<file path="config.mk">
export PLATFORM = sky130hd
export DESIGN_NAME = terminal_reply_sequence_filter
export DESIGN_NICKNAME = d
export VERILOG_FILES = /design/src/hw/rtl/trsf_pkg.sv /design/src/hw/rtl/trsf_ctrl.sv /design/src/hw/rtl/trsf_datapath.sv /design/src/hw/rtl/terminal_reply_sequence_filter.sv
export SDC_FILE = /design/constraint.sdc
export NUM_CORES = 1
export LEC_CHECK = 0
export ABC_AREA = 0
export BUFFER_PORTS_ARGS = -buffer_cell sky130_fd_sc_hd__buf_4
export CAP_MARGIN = 10
export CORE_MARGIN = 1
export CORE_UTILIZATION = 50
export DETAILED_ROUTE_END_ITERATION = 12
export GPL_TIMING_DRIVEN = 1
export PLACE_DENSITY = 0.66
export SLEW_MARGIN = 20
export SYNTH_ARGS = -nofsm -noshare
export SYNTH_HDL_FRONTEND = slang
export SYNTH_SLANG_ARGS = --single-unit
</file>
<file path="constraint.sdc">
create_clock -name clk -period 5 [get_ports clk]
set_clock_uncertainty 0.1 [all_clocks]
set_input_delay 0.75 -clock clk [delete_from_list [all_inputs] [get_ports clk]]
set_output_delay 0.75 -clock clk [all_outputs]
set_load 0.005 [all_outputs]
</file>
<file path="src/hw/rtl/trsf_pkg.sv">
`timescale 1ns / 1ps

package trsf_pkg;

  localparam int HOLD_DEPTH_DEF = 32;

  // bytes of interest
  localparam logic [7:0] CH_ESC   = 8'h1B;
  localparam logic [7:0] CH_LBRK  = 8'h5B;
  localparam logic [7:0] CH_QMARK = 8'h3F;
  localparam logic [7:0] CH_SEMI  = 8'h3B;
  localparam logic [7:0] CH_C     = 8'h63;
  localparam logic [7:0] CH_SIX   = 8'h36;
  localparam logic [7:0] CH_T     = 8'h74;
  localparam logic [7:0] CH_0     = 8'h30;
  localparam logic [7:0] CH_9     = 8'h39;

  localparam logic [7:0]  SIXEL_PARAM = 8'd4;
  localparam logic [7:0]  ATTR_MAX    = 8'hFF;
  localparam logic [15:0] SIZE_MAX    = 16'hFFFF;

  // result kinds
  localparam logic [1:0] KIND_USER = 2'd0;
  localparam logic [1:0] KIND_ATTR = 2'd1;
  localparam logic [1:0] KIND_SIZE = 2'd2;

  typedef struct packed {
    logic accept;     // input transfer this cycle
    logic fetch;      // read held byte at drain pointer
    logic emit;       // load fetched held byte into output
    logic emit_tail;  // load trailing user byte into output
    logic finish;     // drain done, parser back to idle (or to PH_ESC after an escape)
  } trsf_cmd_t;

  typedef struct packed {
    logic out_free;   // output register can take a result
    logic drain_req;  // current input needs held bytes released
    logic ptr_last;   // drain pointer at last held byte
    logic tail_user;  // a trailing user byte follows the drain
  } trsf_sts_t;

endpackage

</file>
<file path="src/hw/rtl/trsf_ctrl.sv">
`timescale 1ns / 1ps

module trsf_ctrl (
  input  logic                  clk,
  input  logic                  rst_n,
  input  logic                  in_valid,
  output logic                  in_ready,
  input  trsf_pkg::trsf_sts_t   sts,
  output trsf_pkg::trsf_cmd_t   cmd
);
  import trsf_pkg::*;

  localparam logic [1:0] ST_RUN   = 2'd0;
  localparam logic [1:0] ST_FETCH = 2'd1;
  localparam logic [1:0] ST_EMIT  = 2'd2;
  localparam logic [1:0] ST_TAIL  = 2'd3;

  logic [1:0] state_r, state_nxt;

  assign in_ready = (state_r == ST_RUN) && sts.out_free;

  always_comb begin
    state_nxt = state_r;
    cmd       = '0;
    case (state_r)
      ST_RUN: begin
        cmd.accept = in_valid && in_ready;
        if (cmd.accept && sts.drain_req) begin
          state_nxt = ST_FETCH;
        end
      end
      ST_FETCH: begin
        cmd.fetch = 1'b1;
        state_nxt = ST_EMIT;
      end
      ST_EMIT: begin
        if (sts.out_free) begin
          cmd.emit = 1'b1;
          if (sts.ptr_last) begin
            cmd.finish = 1'b1;
            state_nxt  = sts.tail_user ? ST_TAIL : ST_RUN;
          end else begin
            state_nxt = ST_FETCH;
          end
        end
      end
      ST_TAIL: begin
        if (sts.out_free) begin
          cmd.emit_tail = 1'b1;
          state_nxt     = ST_RUN;
        end
      end
      default: begin
        state_nxt = ST_RUN;
      end
    endcase
  end

  always_ff @(posedge clk) begin
    if (!rst_n) begin
      state_r <= ST_RUN;
    end else begin
      state_r <= state_nxt;
    end
  end

endmodule

</file>
<file path="src/hw/rtl/trsf_datapath.sv">
`timescale 1ns / 1ps

module trsf_datapath #(
  parameter int HOLD_DEPTH = trsf_pkg::HOLD_DEPTH_DEF
) (
  input  logic                 clk,
  input  logic                 rst_n,
  input  logic                 in_func,
  input  logic [7:0]           in_rx_byte,
  input  logic                 out_ready,
  output logic                 out_valid,
  output logic [1:0]           out_kind,
  output logic [7:0]           out_user_byte,
  output logic                 out_sixel_supported,
  output logic [15:0]          out_cell_px_width,
  output logic [15:0]          out_cell_px_height,
  output logic                 out_size_taken,
  output logic                 out_last,
  input  trsf_pkg::trsf_cmd_t  cmd,
  output trsf_pkg::trsf_sts_t  sts
);
  import trsf_pkg::*;

  localparam int AW = $clog2(HOLD_DEPTH);
  localparam int CW = $clog2(HOLD_DEPTH + 1);

  localparam logic [2:0] PH_IDLE   = 3'd0;
  localparam logic [2:0] PH_ESC    = 3'd1;
  localparam logic [2:0] PH_CSI    = 3'd2;
  localparam logic [2:0] PH_ATTR   = 3'd3;
  localparam logic [2:0] PH_SIX    = 3'd4;
  localparam logic [2:0] PH_HEIGHT = 3'd5;
  localparam logic [2:0] PH_WIDTH  = 3'd6;

  logic [7:0] mem [HOLD_DEPTH];
  logic [7:0] rdata_r;

  logic [2:0]    phase_r, phase_nxt;
  logic [CW-1:0] count_r, count_nxt;
  logic [7:0]    attr_r, attr_nxt;
  logic          have_r, have_nxt;
  logic          seen_r, seen_nxt;
  logic [15:0]   hacc_r, hacc_nxt;
  logic [15:0]   wacc_r, wacc_nxt;
  logic          sixel_r, sixel_nxt;
  logic [15:0]   sw_r, sw_nxt;
  logic [15:0]   sh_r, sh_nxt;

  logic [AW-1:0] ptr_r;
  logic [7:0]    tail_byte_r;
  logic          tail_user_r;
  logic          tail_esc_r;

  logic          out_valid_r;
  logic [1:0]    out_kind_r;
  logic [7:0]    out_byte_r;
  logic          out_taken_r;
  logic          out_last_r;

  logic          step_fail;
  logic          drain_req;
  logic          hold_we;
  logic          res_valid;
  logic [1:0]    res_kind;
  logic          res_taken;
  logic          hold_ok;
  logic          is_digit;
  logic [3:0]    digit;
  logic [11:0]   attr_mul;
  logic [19:0]   hacc_mul;
  logic [19:0]   wacc_mul;
  logic          end_sixel;
  logic          size_ok;
  logic          step_apply;
  logic          mem_we;
  logic [AW-1:0] mem_waddr;
  logic [7:0]    mem_wdata;
  logic          out_load;

  assign hold_ok  = count_r < CW'(HOLD_DEPTH);
  assign is_digit = in_rx_byte inside {[CH_0:CH_9]};
  assign digit    = in_rx_byte[3:0];

  // times ten as two shifts, then add the digit
  assign attr_mul = {1'b0, attr_r, 3'b000} + {3'b000, attr_r, 1'b0} + {8'd0, digit};
  assign hacc_mul = {1'b0, hacc_r, 3'b000} + {3'b000, hacc_r, 1'b0} + {16'd0, digit};
  assign wacc_mul = {1'b0, wacc_r, 3'b000} + {3'b000, wacc_r, 1'b0} + {16'd0, digit};

  assign end_sixel = have_r && (attr_r == SIXEL_PARAM);
  assign size_ok   = (hacc_r != 16'd0) && (wacc_r != 16'd0);

  always_comb begin
    phase_nxt = phase_r;
    count_nxt = count_r;
    attr_nxt  = attr_r;
    have_nxt  = have_r;
    seen_nxt  = seen_r;
    hacc_nxt  = hacc_r;
    wacc_nxt  = wacc_r;
    sixel_nxt = sixel_r;
    sw_nxt    = sw_r;
    sh_nxt    = sh_r;
    hold_we   = 1'b0;
    res_valid = 1'b0;
    res_kind  = KIND_USER;
    res_taken = 1'b0;
    step_fail = 1'b0;
    case (phase_r)
      PH_ESC: begin
        if (in_rx_byte == CH_LBRK && hold_ok) begin
          hold_we   = 1'b1;
          phase_nxt = PH_CSI;
        end else begin
          step_fail = 1'b1;
        end
      end
      PH_CSI: begin
        if (in_rx_byte == CH_QMARK && hold_ok) begin
          hold_we   = 1'b1;
          phase_nxt = PH_ATTR;
          attr_nxt  = 8'd0;
          have_nxt  = 1'b0;
          seen_nxt  = 1'b0;
        end else if (in_rx_byte == CH_SIX && hold_ok) begin
          hold_we   = 1'b1;
          phase_nxt = PH_SIX;
        end else begin
          step_fail = 1'b1;
        end
      end
      PH_ATTR: begin
        if (is_digit) begin
          if (hold_ok) begin
            hold_we  = 1'b1;
            attr_nxt = (attr_mul > {4'd0, ATTR_MAX}) ? ATTR_MAX : attr_mul[7:0];
            have_nxt = 1'b1;
          end else begin
            step_fail = 1'b1;
          end
        end else if (in_rx_byte == CH_SEMI) begin
          if (hold_ok) begin
            hold_we  = 1'b1;
            seen_nxt = seen_r | end_sixel;
            attr_nxt = 8'd0;
            have_nxt = 1'b0;
          end else begin
            step_fail = 1'b1;
          end
        end else if (in_rx_byte == CH_C) begin
          seen_nxt  = seen_r | end_sixel;
          attr_nxt  = 8'd0;
          have_nxt  = 1'b0;
          sixel_nxt = seen_r | end_sixel;
          count_nxt = '0;
          phase_nxt = PH_IDLE;
          res_valid = 1'b1;
          res_kind  = KIND_ATTR;
        end else begin
          step_fail = 1'b1;
        end
      end
      PH_SIX: begin
        if (in_rx_byte == CH_SEMI && hold_ok) begin
          hold_we   = 1'b1;
          phase_nxt = PH_HEIGHT;
          hacc_nxt  = 16'd0;
          wacc_nxt  = 16'd0;
        end else begin
          step_fail = 1'b1;
        end
      end
      PH_HEIGHT, PH_WIDTH: begin
        if (is_digit) begin
          if (hold_ok) begin
            hold_we = 1'b1;
            if (phase_r == PH_HEIGHT) begin
              hacc_nxt = (hacc_mul > {4'd0, SIZE_MAX}) ? SIZE_MAX : hacc_mul[15:0];
            end else begin
              wacc_nxt = (wacc_mul > {4'd0, SIZE_MAX}) ? SIZE_MAX : wacc_mul[15:0];
            end
          end else begin
            step_fail = 1'b1;
          end
        end else if (in_rx_byte == CH_SEMI && phase_r == PH_HEIGHT) begin
          if (hold_ok) begin
            hold_we   = 1'b1;
            phase_nxt = PH_WIDTH;
          end else begin
            step_fail = 1'b1;
          end
        end else if (in_rx_byte == CH_T) begin
          if (size_ok) begin
            sw_nxt = wacc_r;
            sh_nxt = hacc_r;
          end
          count_nxt = '0;
          phase_nxt = PH_IDLE;
          res_valid = 1'b1;
          res_kind  = KIND_SIZE;
          res_taken = size_ok;
        end else begin
          step_fail = 1'b1;
        end
      end
      default: begin
        // idle, and any code with no meaning
        phase_nxt = PH_IDLE;
        count_nxt = '0;
        if (in_rx_byte == CH_ESC) begin
          hold_we   = 1'b1;
          count_nxt = CW'(1);
          phase_nxt = PH_ESC;
        end else begin
          res_valid = 1'b1;
        end
      end
    endcase
    if (hold_we && phase_r != PH_IDLE) begin
      count_nxt = count_r + CW'(1);
    end
    if (in_func) begin
      // flush: nothing held means nothing to release
      phase_nxt = PH_IDLE;
      count_nxt = count_r;
      attr_nxt  = attr_r;
      have_nxt  = have_r;
      seen_nxt  = seen_r;
      hacc_nxt  = hacc_r;
      wacc_nxt  = wacc_r;
      sixel_nxt = sixel_r;
      sw_nxt    = sw_r;
      sh_nxt    = sh_r;
      hold_we   = 1'b0;
      res_valid = 1'b0;
    end
  end

  assign drain_req  = in_func ? (count_r != '0) : step_fail;
  assign step_apply = cmd.accept && !drain_req;

  assign sts.out_free  = !out_valid_r || out_ready;
  assign sts.drain_req = drain_req;
  assign sts.ptr_last  = CW'(ptr_r) == (count_r - CW'(1));
  assign sts.tail_user = tail_user_r;

  // held byte store; entry zero takes the escape that restarts after a drain
  assign mem_we    = (step_apply && hold_we) || (cmd.finish && tail_esc_r);
  assign mem_waddr = cmd.finish ? '0 : count_r[AW-1:0];
  assign mem_wdata = cmd.finish ? CH_ESC : in_rx_byte;

  always_ff @(posedge clk) begin
    if (mem_we) begin
      mem[mem_waddr] <= mem_wdata;
    end
    if (cmd.fetch) begin
      rdata_r <= mem[ptr_r];
    end
  end

  always_ff @(posedge clk) begin
    if (!rst_n) begin
      phase_r     <= PH_IDLE;
      count_r     <= '0;
      attr_r      <= 8'd0;
      have_r      <= 1'b0;
      seen_r      <= 1'b0;
      hacc_r      <= 16'd0;
      wacc_r      <= 16'd0;
      sixel_r     <= 1'b0;
      sw_r        <= 16'd0;
      sh_r        <= 16'd0;
      tail_user_r <= 1'b0;
      tail_esc_r  <= 1'b0;
    end else begin
      if (step_apply) begin
        phase_r <= phase_nxt;
        count_r <= count_nxt;
        attr_r  <= attr_nxt;
        have_r  <= have_nxt;
        seen_r  <= seen_nxt;
        hacc_r  <= hacc_nxt;
        wacc_r  <= wacc_nxt;
        sixel_r <= sixel_nxt;
        sw_r    <= sw_nxt;
        sh_r    <= sh_nxt;
      end
      if (cmd.accept && drain_req) begin
        tail_user_r <= !in_func && (in_rx_byte != CH_ESC);
        tail_esc_r  <= !in_func && (in_rx_byte == CH_ESC);
      end
      if (cmd.finish) begin
        phase_r <= tail_esc_r ? PH_ESC : PH_IDLE;
        count_r <= tail_esc_r ? CW'(1) : '0;
      end
    end
  end

  always_ff @(posedge clk) begin
    if (cmd.accept && drain_req) begin
      ptr_r       <= '0;
      tail_byte_r <= in_rx_byte;
    end else if (cmd.emit) begin
      ptr_r <= ptr_r + AW'(1);
    end
  end

  assign out_load = (step_apply && res_valid) || cmd.emit || cmd.emit_tail;

  always_ff @(posedge clk) begin
    if (!rst_n) begin
      out_valid_r <= 1'b0;
    end else if (out_load) begin
      out_valid_r <= 1'b1;
    end else if (out_ready) begin
      out_valid_r <= 1'b0;
    end
  end

  always_ff @(posedge clk) begin
    if (cmd.emit) begin
      out_kind_r  <= KIND_USER;
      out_byte_r  <= rdata_r;
      out_taken_r <= 1'b0;
      out_last_r  <= sts.ptr_last && !tail_user_r;
    end else if (cmd.emit_tail) begin
      out_kind_r  <= KIND_USER;
      out_byte_r  <= tail_byte_r;
      out_taken_r <= 1'b0;
      out_last_r  <= 1'b1;
    end else if (step_apply && res_valid) begin
      out_kind_r  <= res_kind;
      out_byte_r  <= (res_kind == KIND_USER) ? in_rx_byte : 8'd0;
      out_taken_r <= res_taken;
      out_last_r  <= 1'b1;
    end
  end

  // stored values only change on a transfer that loads a fresh result
  assign out_valid           = out_valid_r;
  assign out_kind            = out_kind_r;
  assign out_user_byte       = out_byte_r;
  assign out_sixel_supported = sixel_r;
  assign out_cell_px_width   = sw_r;
  assign out_cell_px_height  = sh_r;
  assign out_size_taken      = out_taken_r;
  assign out_last            = out_last_r;

endmodule

</file>
<file path="src/hw/rtl/terminal_reply_sequence_filter.sv">
`timescale 1ns / 1ps
// channel  | handshake            | payload
// ---------+----------------------+---------------------------------------------
// in       | in_valid / in_ready  | in_func, in_rx_byte
// out      | out_valid / out_ready| out_kind, out_user_byte, out_sixel_supported,
//          |                      | out_cell_px_width, out_cell_px_height,
//          |                      | out_size_taken, out_last
//
// one byte per cycle while the output register keeps draining and no release is in progress
// a failed match or flush releases the held bytes one at a time, each by a held byte
// store read and then an output load, followed by a trailing user byte if there is one
// no input transfer is taken while a release is in progress
// synchronous active-low reset returns the parser to idle with nothing held
// a stalled output holds its result; input waits until the output register frees

module terminal_reply_sequence_filter #(
  parameter int HOLD_DEPTH = trsf_pkg::HOLD_DEPTH_DEF
) (
  input  logic        clk,
  input  logic        rst_n,
  input  logic        in_valid,
  output logic        in_ready,
  input  logic        in_func,
  input  logic [7:0]  in_rx_byte,
  output logic        out_valid,
  input  logic        out_ready,
  output logic [1:0]  out_kind,
  output logic [7:0]  out_user_byte,
  output logic        out_sixel_supported,
  output logic [15:0] out_cell_px_width,
  output logic [15:0] out_cell_px_height,
  output logic        out_size_taken,
  output logic        out_last
);
  import trsf_pkg::*;

  trsf_cmd_t cmd;
  trsf_sts_t sts;

  trsf_ctrl u_ctrl (
    .clk      (clk),
    .rst_n    (rst_n),
    .in_valid (in_valid),
    .in_ready (in_ready),
    .sts      (sts),
    .cmd      (cmd)
  );

  trsf_datapath #(
    .HOLD_DEPTH (HOLD_DEPTH)
  ) u_datapath (
    .clk                 (clk),
    .rst_n               (rst_n),
    .in_func             (in_func),
    .in_rx_byte          (in_rx_byte),
    .out_ready           (out_ready),
    .out_valid           (out_valid),
    .out_kind            (out_kind),
    .out_user_byte       (out_user_byte),
    .out_sixel_supported (out_sixel_supported),
    .out_cell_px_width   (out_cell_px_width),
    .out_cell_px_height  (out_cell_px_height),
    .out_size_taken      (out_size_taken),
    .out_last            (out_last),
    .cmd                 (cmd),
    .sts                 (sts)
  );

endmodule
</file>
# ---- Yosys cells after proc, flatten, opt, wreduce, memory -nomap -nowiden
# Memory sizes are Yosys's and may differ from the RTL's. A register that Yosys moved wholly into a read port is not among the register bits.
# Index checks and enable logic that the tools add are counted.
dict set report totals {
  register_bits 114
  latchBits 0
  mem_bits_rw 256
  romBits 0
  input_bits 13
  out_inout_bits 47
  elab_cells 275
  memories 1
}
dict set report classes {
  addsub 9
  mul 0
  div_mod_pow 0
  n_lt_le_gt_ge 6
  n_eq_ne 50
  n_shift 0
  n_mux 133
  n_bitwise 5
  n_reduce_logical 51
}
# name words word_bits rd rd_ports_with_merged_regs wr line_no
set memory_table {}
lappend memory_table {u_datapath.mem 32 8 1 1 1 trsf_datapath.sv:35} ;# logic [7:0] mem [HOLD_DEPTH];
# op n
set ops {}
lappend ops {{2-to-1 mux 16 bit} 9}
lappend ops {{2-to-1 mux 8 bit} 12}
lappend ops {{2-to-1 mux 1 bit} 65}
lappend ops {{case mux 16 bit (2 select lines)} 2}
lappend ops {{2-to-1 mux 6 bit} 10}
lappend ops {{2-to-1 mux 3 bit} 14}
lappend ops {{adder 19 x 17 -> 20 bit} 2}
lappend ops {{adder 20 x 4 -> 20 bit} 2}
lappend ops {{greater-than comparator 20 x 16 -> 1 bit (second input constant)} 2}
lappend ops {{AND reduction 7 bit} 5}
lappend ops {{nonzero test 16 bit} 2}
lappend ops {{inequality test 4 x 3 -> 1 bit (second input constant)} 7}
lappend ops {{== test 8 x 6 -> 1 bit (second input constant)} 3}
lappend ops {{== test 8 x 7 -> 1 bit (second input constant)} 3}
lappend ops {{logical AND 1 bit} 20}
lappend ops {{2-to-1 mux 2 bit} 10}
lappend ops {{case mux 6 bit (3 select lines)} 1}
lappend ops {{inequality test 2 x 1 -> 1 bit (second input constant)} 8}
lappend ops {{case mux 8 bit (2 select lines)} 1}
lappend ops {{case mux 3 bit (5 select lines)} 1}
lappend ops {{adder 11 x 9 -> 12 bit} 1}
lappend ops {{adder 12 x 4 -> 12 bit} 1}
lappend ops {{greater-than comparator 12 x 8 -> 1 bit (second input constant)} 1}
lappend ops {{inequality test 4 x 1 -> 1 bit (second input constant)} 3}
lappend ops {{41 further kinds} 69}

# ---- Longest topological paths before layout
# Gate-level depths: netlist of run 1.
dict set report depth {
  depth_word 12
  mapped_depth 12
  ltp_nobuf 11
}

# ---- Hierarchy
# A second synthesis of run 1 with hierarchy kept.
dict set report unflattened {
  cells_unflattened 1291
  area_unflattened_um2 17758.3
}
# mod instances cells_per_inst area_per_inst_um2 seq_area_each_um2
set by_module_without_submodules {}
lappend by_module_without_submodules {trsf_datapath 1 1273 17608.1 10339.9}
lappend by_module_without_submodules {trsf_ctrl 1 18 150.1 40.0}

# ---- Worst setup path before layout of run 1
# OpenSTA, ideal clock, no wires.
dict set report synth_path {
  path_type {input-to-reg}
  from {input port in_rx_byte[2]}
  to {memory u_datapath.mem[12][0] (enable)}
  setup_time_ns 0.395
  t_arrival_ns 3.407
  required_time_ns 4.505
  path_slack_ns 1.098
  path_stages 8
  n_path_buf 1
  cell_sequence {buf_4 -> nand4b_2 -> o31ai_1 -> a21oi_2 -> nor4_1 -> and4b_1 -> o22ai_1 -> nor4_1}
}
dict set report synth_between {
  elab_chain_len 12
  elab_cells_between_ends 44
  classes_between {2 x order compare; 7 x eq/ne; 25 x mux; 10 x reduce/logical}
}
# element line_no
set synth_lines {}
lappend synth_lines {{start, declared} terminal_reply_sequence_filter.sv:24} ;# input logic [7:0] in_rx_byte,
lappend synth_lines {{parallel branches: the longest is 8 deep, another holds >= comparator 8 x 6 -> 1 bit} n/a}
lappend synth_lines {{logical AND 1 bit (*)} trsf_datapath.sv:247} ;# assign mem_we = (step_apply && hold_we) || (cmd.finish && tail_esc_r);
lappend synth_lines {{logical OR 1 bit (*)} trsf_datapath.sv:247}
lappend synth_lines {{2-to-1 mux 1 bit (*)} trsf_datapath.sv:252} ;# if (mem_we) begin
lappend synth_lines {{2-to-1 mux 1 bit (implied by the code) (*)} trsf_datapath.sv:253} ;# mem[mem_waddr] <= mem_wdata;
lappend synth_lines {{end, declared} trsf_datapath.sv:35}
# Every way passes the cells marked *.

# ---- Final worst setup path of run 1
dict set report layout_path {
  from {register u_datapath.count_r[0]}
  to {memory u_datapath.mem[4][6] (enable)}
}
dict set report layout_between {
  elab_chain_len 12
  elab_cells_between_ends 41
  classes_between {1 x add/sub; 1 x order compare; 1 x eq/ne; 28 x mux; 10 x reduce/logical}
}
# element line_no
set layout_lines {}
lappend layout_lines {{start, declared} trsf_datapath.sv:39} ;# logic [CW-1:0] count_r, count_nxt;
lappend layout_lines {{start signal, assigned} trsf_datapath.sv:277} ;# count_r <= count_nxt;
lappend layout_lines {{start signal, assigned} trsf_datapath.sv:293} ;# count_r <= tail_esc_r ? CW'(1) : '0;
lappend layout_lines {{< comparator 6 bit} trsf_datapath.sv:80} ;# assign hold_ok = count_r < CW'(HOLD_DEPTH);
lappend layout_lines {{2-to-1 mux 1 bit or logical AND 1 bit (tied branches)} n/a}
lappend layout_lines {{2-to-1 mux 1 bit, on equally long branches} {trsf_datapath.sv:184, trsf_datapath.sv:124, trsf_datapath.sv:140}}
lappend layout_lines {{2-to-1 mux 1 bit, on equally long branches} {trsf_datapath.sv:173, trsf_datapath.sv:118, trsf_datapath.sv:132}}
lappend layout_lines {{case mux 1 bit (5 select lines)} trsf_datapath.sv:108} ;# case (phase_r)
lappend layout_lines {{2-to-1 mux 1 bit} trsf_datapath.sv:238} ;# assign drain_req = in_func ? (count_r != '0) : step_fail;
lappend layout_lines {{logical NOT 1 bit} trsf_datapath.sv:239} ;# assign step_apply = cmd.accept && !drain_req;
lappend layout_lines {{logical AND 1 bit} trsf_datapath.sv:239}
lappend layout_lines {{logical AND 1 bit} trsf_datapath.sv:247}
lappend layout_lines {{logical OR 1 bit} trsf_datapath.sv:247}
lappend layout_lines {{2-to-1 mux 1 bit} trsf_datapath.sv:252}
lappend layout_lines {{2-to-1 mux 1 bit (implied by the code)} trsf_datapath.sv:253}
# Several ways; a longest one is shown, not always the timed one.

==> impl_metrics.xml, run 1 <==
<?xml version="1.0" encoding="UTF-8"?>
<metrics>
  <group name="place">
    <metric name="io_buffers" unit="">59</metric>
    <metric name="detailed_place_hpwl" unit="um">26520</metric>
    <metric name="routabilityCongestion" unit="">0.8776</metric>
    <metric name="postPlaceCellArea" unit="sq um">18780</metric>
    <metric name="dpl_worst_slack" unit="ns">0.5991</metric>
  </group>
  <group name="logic_synthesis">
    <metric name="synth_commonest_cells" unit="">sky130_fd_sc_hd__edfxtp_1 (281), sky130_fd_sc_hd__nor2_1 (108), sky130_fd_sc_hd__dfxtp_1 (97)</metric>
    <metric name="yosys.cell_count.top_type" unit="">sky130_fd_sc_hd__edfxtp_1</metric>
    <metric name="avg_cell_area_syn" unit="sq um">14.09</metric>
    <metric name="synth_simple_gate_area_share" unit="%">9.205</metric>
    <metric name="synth_cell_type_count" unit="">76</metric>
    <metric name="combinational_family_with_the_most_area_after_synthesis" unit="">multiplexers</metric>
    <metric name="synth.area.mux_share" unit="%">13.46</metric>
    <metric name="synth_top_cell_area_share" unit="%">47.46</metric>
    <metric name="postSynthRegisterBits" unit="">378</metric>
    <metric name="synthesis.instances" unit="">1262</metric>
    <metric name="synth_area" unit="sq um">17780</metric>
    <metric name="async_set_or_reset_register_ratio_after_synthesis" unit="%">0</metric>
    <metric name="synth_warn" unit="">0</metric>
    <metric name="yosysTopAreaCell" unit="">sky130_fd_sc_hd__edfxtp_1</metric>
    <metric name="yosys-top-cells-area" unit="">sky130_fd_sc_hd__edfxtp_1 (47%), sky130_fd_sc_hd__dfxtp_1 (11%), sky130_fd_sc_hd__mux4_2 (10%), sky130_fd_sc_hd__ha_1 (5.6%), sky130_fd_sc_hd__mux2i_1 (2.8%)</metric>
    <metric name="syn_nets" unit="">1361</metric>
    <metric name="ys_dominant_reg_cell" unit="">sky130_fd_sc_hd__edfxtp_1</metric>
    <metric name="xor_and_xnor_area_share_after_synthesis" unit="%">2.069</metric>
    <metric name="seq_area_frac_synth" unit="%">58.38</metric>
    <metric name="post_synth_fa_ha_maj_area_fraction" unit="%">6.305</metric>
    <metric name="share_of_the_synthesized_area_in_compound_gates_ao_oa_aoi_oai" unit="%">8.403</metric>
    <metric name="synth_enable_flop_cells" unit="">281</metric>
  </group>
  <group name="timing">
    <metric name="worst_slew_margin_rel" unit="%">33.13</metric>
    <metric name="setup-violations-final" unit="">0</metric>
    <metric name="hold_violations" unit="">0</metric>
    <metric name="drv_slew" unit="">0</metric>
    <metric name="tns" unit="ns">0</metric>
    <metric name="rsz_0062_raised_after_global_routing" unit="">false</metric>
    <metric name="layout_min_cycle_time" unit="ns">3.992</metric>
    <metric name="setup_ws" unit="ns">1.008</metric>
    <metric name="worst-slew-pin-transition" unit="ns">1.003</metric>
    <metric name="max_freq" unit="MHz">250.5</metric>
    <metric name="finalCritPeriodShare" unit="%">79.83</metric>
  </group>
  <group name="route">
    <metric name="dr.pass1.iters" unit="">6</metric>
    <metric name="antenna_left" unit="">0</metric>
    <metric name="finalWirelength" unit="um">40050</metric>
    <metric name="vias" unit="">11030</metric>
    <metric name="vias_per_cell" unit="">6.073</metric>
    <metric name="drt_iter0_markers" unit="">751</metric>
    <metric name="wl_per_cell" unit="um">22.06</metric>
    <metric name="drc" unit="">0</metric>
  </group>
  <group name="pwr">
    <metric name="power.static_leakage" unit="nW">7.260</metric>
    <metric name="power_frac_clock" unit="%">41.8</metric>
    <metric name="sw_frac_of_total" unit="%">22.35</metric>
    <metric name="p_per_area" unit="nW/um^2">339.2</metric>
    <metric name="p_int" unit="mW">5.281</metric>
    <metric name="switching_power" unit="mW">1.520</metric>
    <metric name="logic_gate_share_of_total_power" unit="%">8.1</metric>
    <metric name="finalPower" unit="mW">6.802</metric>
    <metric name="worst_ir_drop_vdd" unit="V">0.0002713</metric>
    <metric name="power_frac_seq" unit="%">50.1</metric>
  </group>
  <group name="worst_setup_path">
    <metric name="cp_max_fo" unit="">15</metric>
    <metric name="path_depth_of_the_worst_reg2reg_path" unit="">10</metric>
    <metric name="timing.reg2reg.setup_slack" unit="ns">1.01</metric>
    <metric name="timing.critical_path.max_delay_family" unit="">simple AND/OR/NAND/NOR gates</metric>
    <metric name="timing_worst_setup_path_type" unit="">register to register</metric>
    <metric name="worstPathCellList" unit="">inv_1 &gt; ha_1 &gt; xnor2_1 &gt; xnor2_1 &gt; nor4_1 &gt; and3_1 &gt; and2_1 &gt; o22ai_1 &gt; buf_4 &gt; nor2_1</metric>
    <metric name="worst_ep_required_time" unit="ns">5.09</metric>
    <metric name="critPathBufInv" unit="">2</metric>
    <metric name="critPathMaxStageDelay" unit="ns">0.66</metric>
    <metric name="critPathMostFrequentCell" unit="">sky130_fd_sc_hd__xnor2_1</metric>
    <metric name="critical_path.reg2reg.endpoint" unit="">u_datapath.mem[4][6]$_DFFE_PP_</metric>
    <metric name="arrival" unit="ns">4.08</metric>
    <metric name="rr_startpoint" unit="">u_datapath.count_r[0]$_SDFFE_PN0P_</metric>
    <metric name="setup.worst_path.end_class" unit="">register</metric>
    <metric name="crit_path_start_kind" unit="">register</metric>
    <metric name="worst_path_max_delay_cell" unit="">sky130_fd_sc_hd__nor2_1</metric>
  </group>
  <group name="run_status">
    <metric name="outcome" unit="">finished, final reports clean</metric>
  </group>
  <group name="floorplanning">
    <metric name="ioPinCount" unit="">60</metric>
    <metric name="floorplan.initialDensity" unit="%">51.09</metric>
    <metric name="die_extent_in_x" unit="um">190.6</metric>
    <metric name="die_y" unit="um">190.6</metric>
    <metric name="fp.dieArea" unit="sq um">36320</metric>
    <metric name="floorplan.core_area" unit="sq um">34800</metric>
    <metric name="row_count" unit="">68</metric>
  </group>
  <group name="final_layout">
    <metric name="finalNetCount" unit="">1431</metric>
    <metric name="area.sequential" unit="sq um">10390</metric>
    <metric name="finalInstanceArea" unit="sq um">20050</metric>
    <metric name="final_core_util" unit="%">57.62</metric>
    <metric name="flow.area_growth_from_synthesis" unit="%">12.77</metric>
    <metric name="num-fill-cells" unit="">2726</metric>
    <metric name="multi_input_combinational_cell_area" unit="sq um">7037</metric>
    <metric name="final_layout_size_suffix_gt1_share" unit="%">20.65</metric>
    <metric name="num_antenna_cells" unit="">0</metric>
  </group>
  <group name="min_path">
    <metric name="hold_path_end" unit="">u_datapath.tail_byte_r[7]$_DFFE_PP_</metric>
    <metric name="hp-class" unit="">primary input to register</metric>
    <metric name="hold_path.startpoint" unit="">in_rx_byte[7]</metric>
    <metric name="hold-path-cell-count" unit="">1</metric>
  </group>
  <group name="clock_tree">
    <metric name="post_cts_buffers" unit="">0</metric>
    <metric name="cts_num_sinks" unit="">378</metric>
    <metric name="clock_path_buffers" unit="">3</metric>
    <metric name="post_cts_resized" unit="">0</metric>
    <metric name="clock_latency" unit="ns">0.56</metric>
    <metric name="cts_tree" unit="">yes</metric>
    <metric name="cts.root.buffer_cell" unit="">sky130_fd_sc_hd__clkbuf_16</metric>
    <metric name="clock_tree.htree_level_count" unit="">2</metric>
    <metric name="cts_made_buffers" unit="">40</metric>
    <metric name="clock_pin_slew_on_the_worst_setup_and_hold_paths" unit="ns">0.06</metric>
    <metric name="cts_hold_buffers" unit="">0</metric>
  </group>
  <group name="job">
    <metric name="max_cap_violations" unit="">0</metric>
  </group>
  <group name="global_routing">
    <metric name="via_count_of_the_first_global_routing_pass" unit="">10740</metric>
    <metric name="grt_overflow_total" unit="">0</metric>
    <metric name="first_pass_grt_wire_length" unit="um">62590</metric>
    <metric name="grt_max_degree" unit="">68</metric>
    <metric name="antenna_violations_before_repair" unit="">1</metric>
    <metric name="global_route.usage.total" unit="%">22.73</metric>
  </group>
</metrics>
[worst max-delay path by stage]
stage / slack, ns / to / start / cells past startpoint
floorplan: 1.10 / u_datapath.mem[12][0]$_DFFE_PP_ / in_rx_byte[2] / 8
global placement: 0.62 / u_datapath.wacc_r[1]$_SDFFE_PN0P_ / in_rx_byte[3] / 11
detailed placement: 0.60 / u_datapath.wacc_r[10]$_SDFFE_PN0P_ / in_rx_byte[3] / 11
CTS: 1.04 / u_datapath.mem[4][6]$_DFFE_PP_ / u_datapath.count_r[0]$_SDFFE_PN0P_ / 10
global route: 0.77 / u_datapath.mem[4][1]$_DFFE_PP_ / u_datapath.count_r[0]$_SDFFE_PN0P_ / 10
finish: 1.01 / u_datapath.mem[4][6]$_DFFE_PP_ / u_datapath.count_r[0]$_SDFFE_PN0P_ / 10
[worst register-to-register path, stage by stage (launching register included)]
cell                      delay [ns]
sky130_fd_sc_hd__dfxtp_1        0.56
sky130_fd_sc_hd__inv_1          0.14
sky130_fd_sc_hd__ha_1           0.27
sky130_fd_sc_hd__xnor2_1        0.15
sky130_fd_sc_hd__xnor2_1        0.15
sky130_fd_sc_hd__nor4_1         0.36
sky130_fd_sc_hd__and3_1         0.62
sky130_fd_sc_hd__and2_1         0.30
sky130_fd_sc_hd__o22ai_1        0.09
sky130_fd_sc_hd__buf_4          0.22
sky130_fd_sc_hd__nor2_1         0.66
[cells by family (layout without fill, tap and decap cells)]
family | Yosys count | after routing
buf+inv | 89 | 188
compound gates | 210 | 210
mux | 138 | 138
fa+ha+maj | 86 | 86
flops | 378 | 378
xor+xnor | 42 | 42
simple gates | 319 | 319
[flip-flops by register name, indices dropped and copies added, names as in the netlist, 3 cells and up]
name	flops
u_datapath.mem	256
u_datapath.hacc_r	16
u_datapath.out_cell_px_height	16
u_datapath.out_cell_px_width	16
u_datapath.wacc_r	16
u_datapath.attr_r	8
u_datapath.out_user_byte	8
u_datapath.rdata_r	8
u_datapath.tail_byte_r	8
u_datapath.count_r	6
u_datapath.ptr_r	5
u_datapath.phase_r	3
[power groups by stage]
stage               sequential (mW)  clock (mW)  combinational [mW]
global placement               3.47           0               0.552
global route                   3.41        3.03               0.589
CTS                            3.41        2.91               0.557
finish                         3.40        2.84               0.553
floorplan                      3.45           0               0.402
detailed placement             3.47           0               0.557
[stage by stage]
step | std cells | hold slack [ns]
final | 1816 | 0.3397
after detailed placement | 1745 | 0.3589
after floorplan | 1262 | 0.3382
after global routing | 1816 | 0.3108
after global placement | 1745 | 0.3508
after CTS | 1816 | 0.3069
[final cells by class]
cell class	instances	area share, %
Sequential cell	378	51.80
Tap cell	455	2.839
Multi-Input combinational cell	795	35.10
Timing Repair Buffer	93	3.501
Clock inverter	18	0.9299
Inverter	24	0.4493
Clock buffer	53	5.386
[layout by cell type, fill, tap and decap left out, types with 16 or more instances in the layout]
master and count:
sky130_fd_sc_hd__edfxtp_1 281, sky130_fd_sc_hd__nor2_1 108, sky130_fd_sc_hd__dfxtp_1 95, sky130_fd_sc_hd__buf_4 92
sky130_fd_sc_hd__mux4_2 80, sky130_fd_sc_hd__ha_1 80, sky130_fd_sc_hd__nand2_1 75, sky130_fd_sc_hd__mux2i_1 49
sky130_fd_sc_hd__a21oi_1 46, sky130_fd_sc_hd__clkbuf_16 40, sky130_fd_sc_hd__o21ai_0 38, sky130_fd_sc_hd__inv_1 24
sky130_fd_sc_hd__xor2_1 21, sky130_fd_sc_hd__xnor2_1 21, sky130_fd_sc_hd__nor4_1 19, sky130_fd_sc_hd__a22oi_1 16
[layer usage]
metal  track usage, %  share of wire (%)  up-vias
met1            32.81                 44     5541
met5                0                  0        -
met2            34.70                 46      353
met3            4.914                7.6       63
met4            6.338                2.1        0
li1                 -                  -     5071
Power figures use the tool's default switching activity.
==> run 2, diff against run 1 <==
- ABC_AREA: 0 -> 1
- PLACE_DENSITY: 0.66 -> 0.69
- clock period: 5 -> 3.3 ns (I/O delays scaled with it)
==> run 2 against run 1 <==
Synthesized cell count rose by 68%. Critical path depth up 2. Flip-flop and latch count is the same.
==> impl_metrics.xml, run 2 <==
<?xml version="1.0" encoding="UTF-8"?>
<metrics>
  <group name="min_path">
    <metric name="hold-path-cell-count" unit="">1</metric>
    <metric name="hp-class" unit="">primary input to register</metric>
  </group>
  <group name="route">
    <metric name="finalWirelength" unit="um">49640</metric>
    <metric name="wl_per_cell" unit="um">17.93</metric>
    <metric name="drt_iter0_markers" unit="">1330</metric>
    <metric name="antenna_left" unit="">0</metric>
    <metric name="vias" unit="">15440</metric>
    <metric name="dr.pass1.iters" unit="">5</metric>
    <metric name="drc" unit="">0</metric>
    <metric name="vias_per_cell" unit="">5.578</metric>
  </group>
  <group name="timing">
    <metric name="max_freq" unit="MHz">322.2</metric>
    <metric name="tns" unit="ns">0</metric>
    <metric name="layout_min_cycle_time" unit="ns">3.104</metric>
    <metric name="drv_slew" unit="">0</metric>
    <metric name="rsz_0062_raised_after_global_routing" unit="">true</metric>
    <metric name="hold_violations" unit="">0</metric>
    <metric name="worst-slew-pin-transition" unit="ns">1.028</metric>
    <metric name="worst_slew_margin_rel" unit="%">31.36</metric>
    <metric name="finalCritPeriodShare" unit="%">94.06</metric>
    <metric name="setup-violations-final" unit="">0</metric>
    <metric name="setup_ws" unit="ns">0.1962</metric>
  </group>
  <group name="clock_tree">
    <metric name="cts_hold_buffers" unit="">0</metric>
    <metric name="cts_num_sinks" unit="">378</metric>
    <metric name="cts_tree" unit="">yes</metric>
    <metric name="clock_latency" unit="ns">0.58</metric>
    <metric name="cts_made_buffers" unit="">41</metric>
    <metric name="clock_tree.htree_level_count" unit="">2</metric>
    <metric name="clock_pin_slew_on_the_worst_setup_and_hold_paths" unit="ns">0.06</metric>
    <metric name="clock_path_buffers" unit="">3</metric>
    <metric name="cts.root.buffer_cell" unit="">sky130_fd_sc_hd__clkbuf_16</metric>
  </group>
  <group name="pwr">
    <metric name="switching_power" unit="mW">3.759</metric>
    <metric name="power_frac_clock" unit="%">35.6</metric>
    <metric name="p_int" unit="mW">8.495</metric>
    <metric name="power_frac_seq" unit="%">43.2</metric>
    <metric name="p_per_area" unit="nW/um^2">562.1</metric>
    <metric name="worst_ir_drop_vdd" unit="V">0.0003267</metric>
    <metric name="logic_gate_share_of_total_power" unit="%">21.2</metric>
    <metric name="power.static_leakage" unit="nW">9.208</metric>
    <metric name="sw_frac_of_total" unit="%">30.68</metric>
    <metric name="finalPower" unit="mW">12.25</metric>
  </group>
  <group name="logic_synthesis">
    <metric name="async_set_or_reset_register_ratio_after_synthesis" unit="%">0</metric>
    <metric name="seq_area_frac_synth" unit="%">54.27</metric>
    <metric name="synth_enable_flop_cells" unit="">281</metric>
    <metric name="postSynthRegisterBits" unit="">378</metric>
    <metric name="synth_commonest_cells" unit="">sky130_fd_sc_hd__nand2_1 (384), sky130_fd_sc_hd__nor2_1 (332), sky130_fd_sc_hd__edfxtp_1 (281)</metric>
    <metric name="ys_dominant_reg_cell" unit="">sky130_fd_sc_hd__edfxtp_1</metric>
    <metric name="avg_cell_area_syn" unit="sq um">9.013</metric>
    <metric name="synth_top_cell_area_share" unit="%">44.12</metric>
    <metric name="synth_area" unit="sq um">19130</metric>
    <metric name="yosysTopAreaCell" unit="">sky130_fd_sc_hd__edfxtp_1</metric>
    <metric name="yosys.cell_count.top_type" unit="">sky130_fd_sc_hd__nand2_1</metric>
    <metric name="syn_nets" unit="">2221</metric>
    <metric name="yosys-top-cells-area" unit="">sky130_fd_sc_hd__edfxtp_1 (44%), sky130_fd_sc_hd__dfxtp_1 (10%), sky130_fd_sc_hd__nand2_1 (7.5%), sky130_fd_sc_hd__nor2_1 (6.5%), sky130_fd_sc_hd__o21ai_0 (5.7%)</metric>
    <metric name="synth_warn" unit="">0</metric>
    <metric name="synthesis.instances" unit="">2122</metric>
    <metric name="synth_cell_type_count" unit="">44</metric>
  </group>
  <group name="floorplanning">
    <metric name="floorplan.core_area" unit="sq um">37670</metric>
    <metric name="die_extent_in_x" unit="um">197.6</metric>
    <metric name="floorplan.initialDensity" unit="%">50.78</metric>
    <metric name="fp.dieArea" unit="sq um">39040</metric>
    <metric name="row_count" unit="">71</metric>
    <metric name="die_y" unit="um">197.6</metric>
    <metric name="ioPinCount" unit="">60</metric>
  </group>
  <group name="worst_setup_path">
    <metric name="path_depth_of_the_worst_reg2reg_path" unit="">12</metric>
    <metric name="setup.worst_path.end_class" unit="">register</metric>
    <metric name="setup.worst_path.start" unit="">u_datapath.count_r[1]$_SDFFE_PN0P_</metric>
    <metric name="cp_max_fo" unit="">19</metric>
    <metric name="timing_worst_setup_path_type" unit="">register to register</metric>
    <metric name="crit_path_start_kind" unit="">register</metric>
    <metric name="rr_startpoint" unit="">u_datapath.count_r[1]$_SDFFE_PN0P_</metric>
    <metric name="arrival" unit="ns">3.29</metric>
    <metric name="worst_ep_required_time" unit="ns">3.48</metric>
    <metric name="critical_path.reg2reg.endpoint" unit="">u_datapath.mem[27][4]$_DFFE_PP_</metric>
    <metric name="crit_path_end" unit="">u_datapath.mem[27][4]$_DFFE_PP_</metric>
    <metric name="timing.reg2reg.setup_slack" unit="ns">0.20</metric>
  </group>
  <group name="global_routing">
    <metric name="antenna_violations_before_repair" unit="">3</metric>
    <metric name="global_route.usage.total" unit="%">25.66</metric>
    <metric name="grt_overflow_total" unit="">0</metric>
    <metric name="grt_max_degree" unit="">86</metric>
    <metric name="first_pass_grt_wire_length" unit="um">77740</metric>
    <metric name="via_count_of_the_first_global_routing_pass" unit="">14270</metric>
  </group>
  <group name="place">
    <metric name="detailed_place_hpwl" unit="um">33720</metric>
    <metric name="routabilityCongestion" unit="">0.9312</metric>
    <metric name="io_buffers" unit="">59</metric>
    <metric name="dpl_worst_slack" unit="ns">0.09524</metric>
  </group>
  <group name="final_layout">
    <metric name="finalNetCount" unit="">2327</metric>
    <metric name="area.sequential" unit="sq um">10390</metric>
    <metric name="mostFrequentLayoutCell" unit="">sky130_fd_sc_hd__nand2_1</metric>
    <metric name="largest_register_ffs" unit="">256</metric>
    <metric name="num-fill-cells" unit="">3280</metric>
    <metric name="flow.area_growth_from_synthesis" unit="%">13.99</metric>
    <metric name="multi_input_combinational_cell_area" unit="sq um">7640</metric>
    <metric name="final_layout_size_suffix_gt1_share" unit="%">11.17</metric>
    <metric name="registers.top_by_ff_count" unit="">u_datapath.mem</metric>
    <metric name="layout.cells.most_common_list" unit="">sky130_fd_sc_hd__nand2_1 (384), sky130_fd_sc_hd__nor2_1 (331), sky130_fd_sc_hd__edfxtp_1 (281)</metric>
  </group>
  <group name="run_status">
    <metric name="outcome" unit="">finished, final reports clean</metric>
  </group>
  <group name="job">
    <metric name="max_cap_violations" unit="">0</metric>
  </group>
</metrics>
run 2: cell count changes after synthesis, sizes merged, moves of 49 or more:
| cell | before | now |
|---|---|---|
| mux2i | 49 | 0 |
| mux4 | 80 | 0 |
| inv | 24 | 185 |
| nand2 | 75 | 392 |
| nor2 | 108 | 348 |
| nand3 | 14 | 136 |
| o21ai | 38 | 220 |
run 2: worst min path at each step:
stage                                          end  slack [ns]                          startpoint
6_report       u_datapath.tail_byte_r[7]$_DFFE_PP_        0.07                       in_rx_byte[7]
5_1_grt        u_datapath.tail_byte_r[7]$_DFFE_PP_        0.04                       in_rx_byte[7]
4_1_cts        u_datapath.tail_byte_r[7]$_DFFE_PP_        0.04                       in_rx_byte[7]
3_5_place_dp        u_datapath.have_r$_SDFFE_PN0P_        0.36      u_datapath.have_r$_SDFFE_PN0P_
3_3_place_gp    u_datapath.tail_esc_r$_SDFFE_PN0P_        0.35  u_datapath.tail_esc_r$_SDFFE_PN0P_
2_1_floorplan       u_datapath.have_r$_SDFFE_PN0P_        0.34      u_datapath.have_r$_SDFFE_PN0P_
run 2: layout make-up:
cell class | count | area share [%]
tap | 511 | 2.933
clock buffer | 53 | 5.010
clock inverter | 18 | 0.7920
antenna | 1 | 0.01148
inverter | 189 | 3.277
multi-input combinational | 1464 | 35.04
timing repair buffer | 154 | 5.303
sequential | 378 | 47.63
run 2: layer usage:
metal | part of all wire, % | GRT usage, %
met1 | 46 | 36.48
met2 | 44 | 38.98
met3 | 7.6 | 4.917
met4 | 2.7 | 9.245
met5 | 0.018 | 0
run 2: logic make-up (layout without fill, tap and decap cells):
logic type / after synthesis / after routing / synth area share, %
XOR/XNOR: 37 / 37 / 1.694
adder cells (fa/ha/maj): 86 / 86 / 5.862
AND/OR/NAND/NOR: 940 / 940 / 20.80
buffers and inverters: 280 / 414 / 5.796
AO/OA/AOI/OAI: 401 / 401 / 11.58
other: 0 / 1 / 0
flip-flops: 378 / 378 / 54.27
run 2: through the flow:
stage / hold WS, ns / util [%] / cells / instance area [sq um]
after floorplan: 0.3410 / - / 2122 / 19130
after global placement: 0.3545 / 54.51 / 2696 / 20530
after detailed placement: 0.3568 / 54.51 / 2696 / 20530
after CTS: 0.03668 / 57.87 / 2767 / 21800
after global routing: 0.04108 / 57.88 / 2768 / 21800
final: 0.06751 / 57.88 / 2768 / 21800
run 2: worst max-delay path, cell delays in order, from the launching register on:
cell and delay (ns):
sky130_fd_sc_hd__dfxtp_1 0.42, sky130_fd_sc_hd__inv_1 0.11, sky130_fd_sc_hd__ha_1 0.32, sky130_fd_sc_hd__or2_2 0.28, sky130_fd_sc_hd__nand4_1 0.07, sky130_fd_sc_hd__nor3_1 0.07, sky130_fd_sc_hd__nand3_1 0.17, sky130_fd_sc_hd__buf_4 0.29
sky130_fd_sc_hd__nand2_1 0.17, sky130_fd_sc_hd__nor2_1 0.17, sky130_fd_sc_hd__nand2_1 0.17, sky130_fd_sc_hd__nor2_1 0.25, sky130_fd_sc_hd__buf_4 0.20
run 2: repair_timing:
item	in CTS	in global routing
endpoints found under the setup margin	0	37
buffers inserted	0	0
gates resized for setup	0	1
run 2: power groups by stage:
stage | registers, mW | logic (mW) | clock network (mW)
global placement | 5.39 | 2.51 | 0
CTS | 5.29 | 2.56 | 4.44
finish | 5.30 | 2.59 | 4.37
floorplan | 5.37 | 1.58 | 0
detailed placement | 5.39 | 2.56 | 0
global route | 5.30 | 2.84 | 4.63
==> run 3, diff against run 2 <==
- CELL_PAD_IN_SITES_DETAIL_PLACEMENT: not set -> 1
- CELL_PAD_IN_SITES_GLOBAL_PLACEMENT: not set -> 2
- CORE_UTILIZATION: 50 -> 36
- PLACE_DENSITY: 0.69 -> not set
- PLACE_DENSITY_LB_ADDON: not set -> 0.1
==> run 3 against run 2 <==
Clock-buffer cell count is 3 higher. Sequential share of layout area shrank 1.1 points. Via count decreased by 0.83%. Sequential power up 0.8%. Global-route usage decreased by 3.3 points. Register-to-register slack improved by 0.02 ns. Utilization down 15 points. Hold slack worse by 0.021 ns. Largest cell class unchanged.
==> impl_metrics.xml, run 3 (same netlist as run 2, synthesis figures left out) <==
<?xml version="1.0" encoding="UTF-8"?>
<metrics>
  <group name="final_layout">
    <metric name="finalNetCount" unit="">2343</metric>
    <metric name="largest_register_ffs" unit="">256</metric>
    <metric name="area.sequential" unit="sq um">10390</metric>
    <metric name="multi_input_combinational_cell_area" unit="sq um">7650</metric>
    <metric name="num-fill-cells" unit="">6077</metric>
    <metric name="finalInstanceArea" unit="sq um">22330</metric>
    <metric name="flow.area_growth_from_synthesis" unit="%">16.77</metric>
    <metric name="stdcell_count" unit="">2967</metric>
    <metric name="num_antenna_cells" unit="">0</metric>
    <metric name="final_core_util" unit="%">42.50</metric>
    <metric name="final_layout_size_suffix_gt1_share" unit="%">12.20</metric>
    <metric name="mostFrequentLayoutCell" unit="">sky130_fd_sc_hd__nand2_1</metric>
    <metric name="registers.top_by_ff_count" unit="">u_datapath.mem</metric>
    <metric name="layout.cells.most_common_list" unit="">sky130_fd_sc_hd__nand2_1 (384), sky130_fd_sc_hd__nor2_1 (331), sky130_fd_sc_hd__edfxtp_1 (281)</metric>
  </group>
  <group name="place">
    <metric name="placedCellCount" unit="">2886</metric>
    <metric name="detailed_place_hpwl" unit="um">40900</metric>
    <metric name="routabilityCongestion" unit="">0.8232</metric>
    <metric name="io_buffers" unit="">59</metric>
    <metric name="postPlaceCellArea" unit="sq um">20900</metric>
  </group>
  <group name="timing">
    <metric name="hold_violations" unit="">0</metric>
    <metric name="worst_slew_margin_rel" unit="%">27.15</metric>
    <metric name="max_freq" unit="MHz">324.7</metric>
    <metric name="worst-slew-pin-transition" unit="ns">1.092</metric>
    <metric name="finalCritPeriodShare" unit="%">93.33</metric>
    <metric name="layout_min_cycle_time" unit="ns">3.080</metric>
    <metric name="setup-violations-final" unit="">0</metric>
    <metric name="rsz_0062_raised_after_global_routing" unit="">false</metric>
    <metric name="drv_slew" unit="">0</metric>
  </group>
  <group name="route">
    <metric name="finalWirelength" unit="um">59770</metric>
    <metric name="antenna_left" unit="">0</metric>
    <metric name="vias_per_cell" unit="">5.161</metric>
    <metric name="drc" unit="">0</metric>
    <metric name="vias" unit="">15310</metric>
    <metric name="wl_per_cell" unit="um">20.15</metric>
    <metric name="dr.pass1.iters" unit="">5</metric>
    <metric name="drt_iter0_markers" unit="">710</metric>
  </group>
  <group name="clock_tree">
    <metric name="cts_hold_buffers" unit="">0</metric>
    <metric name="clock_tree.htree_level_count" unit="">2</metric>
    <metric name="clock_pin_slew_on_the_worst_setup_and_hold_paths" unit="ns">0.06</metric>
    <metric name="cts_made_buffers" unit="">44</metric>
    <metric name="clock_latency" unit="ns">0.59</metric>
    <metric name="cts_num_sinks" unit="">378</metric>
    <metric name="post_cts_resized" unit="">0</metric>
    <metric name="clock_path_buffers" unit="">3</metric>
    <metric name="cts_tree" unit="">yes</metric>
    <metric name="cts.root.buffer_cell" unit="">sky130_fd_sc_hd__clkbuf_16</metric>
    <metric name="post_cts_buffers" unit="">0</metric>
  </group>
  <group name="global_routing">
    <metric name="global_route.usage.met3" unit="%">3.272</metric>
    <metric name="antenna_violations_before_repair" unit="">0</metric>
    <metric name="grt.busiest_layer" unit="">met2</metric>
    <metric name="grt_max_degree" unit="">91</metric>
    <metric name="global_route.usage.total" unit="%">22.40</metric>
    <metric name="first_pass_grt_wire_length" unit="um">92960</metric>
    <metric name="grt_overflow_total" unit="">0</metric>
    <metric name="globalRouteMet1Util" unit="%">26.92</metric>
    <metric name="via_count_of_the_first_global_routing_pass" unit="">15910</metric>
    <metric name="global_route.usage.met2" unit="%">41.06</metric>
  </group>
  <group name="pwr">
    <metric name="logic_gate_share_of_total_power" unit="%">20.5</metric>
    <metric name="sw_frac_of_total" unit="%">31.21</metric>
    <metric name="switching_power" unit="mW">3.980</metric>
    <metric name="power_frac_clock" unit="%">37.7</metric>
    <metric name="power.static_leakage" unit="nW">9.382</metric>
    <metric name="power_frac_seq" unit="%">41.9</metric>
    <metric name="worst_ir_drop_vdd" unit="V">0.0003383</metric>
    <metric name="p_int" unit="mW">8.773</metric>
    <metric name="p_per_area" unit="nW/um^2">571.0</metric>
  </group>
  <group name="worst_setup_path">
    <metric name="worst_ep_required_time" unit="ns">3.47</metric>
    <metric name="arrival" unit="ns">3.25</metric>
    <metric name="setup.worst_path.end_class" unit="">register</metric>
    <metric name="setup.worst_path.start" unit="">u_datapath.count_r[1]$_SDFFE_PN0P_</metric>
    <metric name="timing_worst_setup_path_type" unit="">register to register</metric>
    <metric name="cp_max_fo" unit="">23</metric>
    <metric name="crit_path_start_kind" unit="">register</metric>
    <metric name="rr_startpoint" unit="">u_datapath.count_r[1]$_SDFFE_PN0P_</metric>
  </group>
  <group name="floorplanning">
    <metric name="die_extent_in_x" unit="um">232.5</metric>
    <metric name="fp.dieArea" unit="sq um">54050</metric>
    <metric name="floorplan.initialDensity" unit="%">36.40</metric>
    <metric name="ioPinCount" unit="">60</metric>
    <metric name="die_y" unit="um">232.5</metric>
    <metric name="floorplan.core_area" unit="sq um">52550</metric>
    <metric name="row_count" unit="">84</metric>
  </group>
  <group name="min_path">
    <metric name="hold_path.startpoint" unit="">in_rx_byte[4]</metric>
    <metric name="hp-class" unit="">primary input to register</metric>
  </group>
  <group name="job">
    <metric name="max_cap_violations" unit="">0</metric>
  </group>
  <group name="run_status">
    <metric name="outcome" unit="">finished, final reports clean</metric>
  </group>
</metrics>
run 3: changes by cell type in the layout (fill, tap and decap cells not counted), sizes merged:
| cell | before | now |
|---|---|---|
| clkbuf | 53 | 56 |
| clkinvlp | 2 | 3 |
| inv | 184 | 186 |
| clkinv | 19 | 23 |
| diode | 1 | 0 |
| buf | 154 | 167 |
run 3: per-layer routing:
layer	vias up	part of all wire, %
met2	209	52
li1	7518	-
met3	70	3.4
met1	7515	43
met4	0	2.3
met5	-	0
run 3: final timing paths:
path                                              end  slack, ns  cells past startpoint
setup / recovery      u_datapath.mem[28][7]$_DFFE_PP_       0.22                     12
hold / removal    u_datapath.tail_byte_r[4]$_DFFE_PP_       0.05                      1
setup reg to reg      u_datapath.mem[28][7]$_DFFE_PP_       0.22                     12
hold reg to reg    u_datapath.tail_esc_r$_SDFFE_PN0P_       0.37                      2
run 3: critical path, cell delays in order (launching register included):
cell and delay [ns]:
sky130_fd_sc_hd__dfxtp_1 0.43, sky130_fd_sc_hd__inv_1 0.12, sky130_fd_sc_hd__ha_1 0.33, sky130_fd_sc_hd__or2_2 0.28
sky130_fd_sc_hd__nand4_1 0.09, sky130_fd_sc_hd__nor3_2 0.07, sky130_fd_sc_hd__nand3_1 0.11, sky130_fd_sc_hd__buf_6 0.24
sky130_fd_sc_hd__nand2_1 0.19, sky130_fd_sc_hd__nor2_1 0.24, sky130_fd_sc_hd__nand2_1 0.20, sky130_fd_sc_hd__nor2_1 0.15
sky130_fd_sc_hd__buf_4 0.20
run 3: power by group through the flow:
| stage | sequential (mW) | combinational (mW) | clock (mW) |
|---|---|---|---|
| 2_1_floorplan | 5.37 | 1.58 | 0 |
| 3_3_place_gp | 5.44 | 2.60 | 0 |
| 3_5_place_dp | 5.44 | 2.65 | 0 |
| 4_1_cts | 5.34 | 2.66 | 4.93 |
| 5_1_grt | 5.35 | 2.87 | 5.08 |
| 6_report | 5.34 | 2.61 | 4.81 |
run 3: area by class of cell:
cell class              count  area share [%]
clock inverters            25          0.9748
repair buffers            167           5.854
well taps                 688           3.854
clock buffers              56           5.367
inverters                 189           3.199
flip-flops and latches    378           46.50
multi-input cells        1464           34.25
run 3: metrics by stage:
step	power [mW]	setup slack, ns	hold WS [ns]	TNS, ns
finish	12.75	0.2201	0.04671	0
CTS	12.94	0.08392	0.01898	0
global placement	8.038	0.02294	0.3529	0
detailed placement	8.086	-0.02911	0.3618	-0.2318
global route	13.29	0.01233	0.03324	0
floorplan	6.951	0.3117	0.3410	0
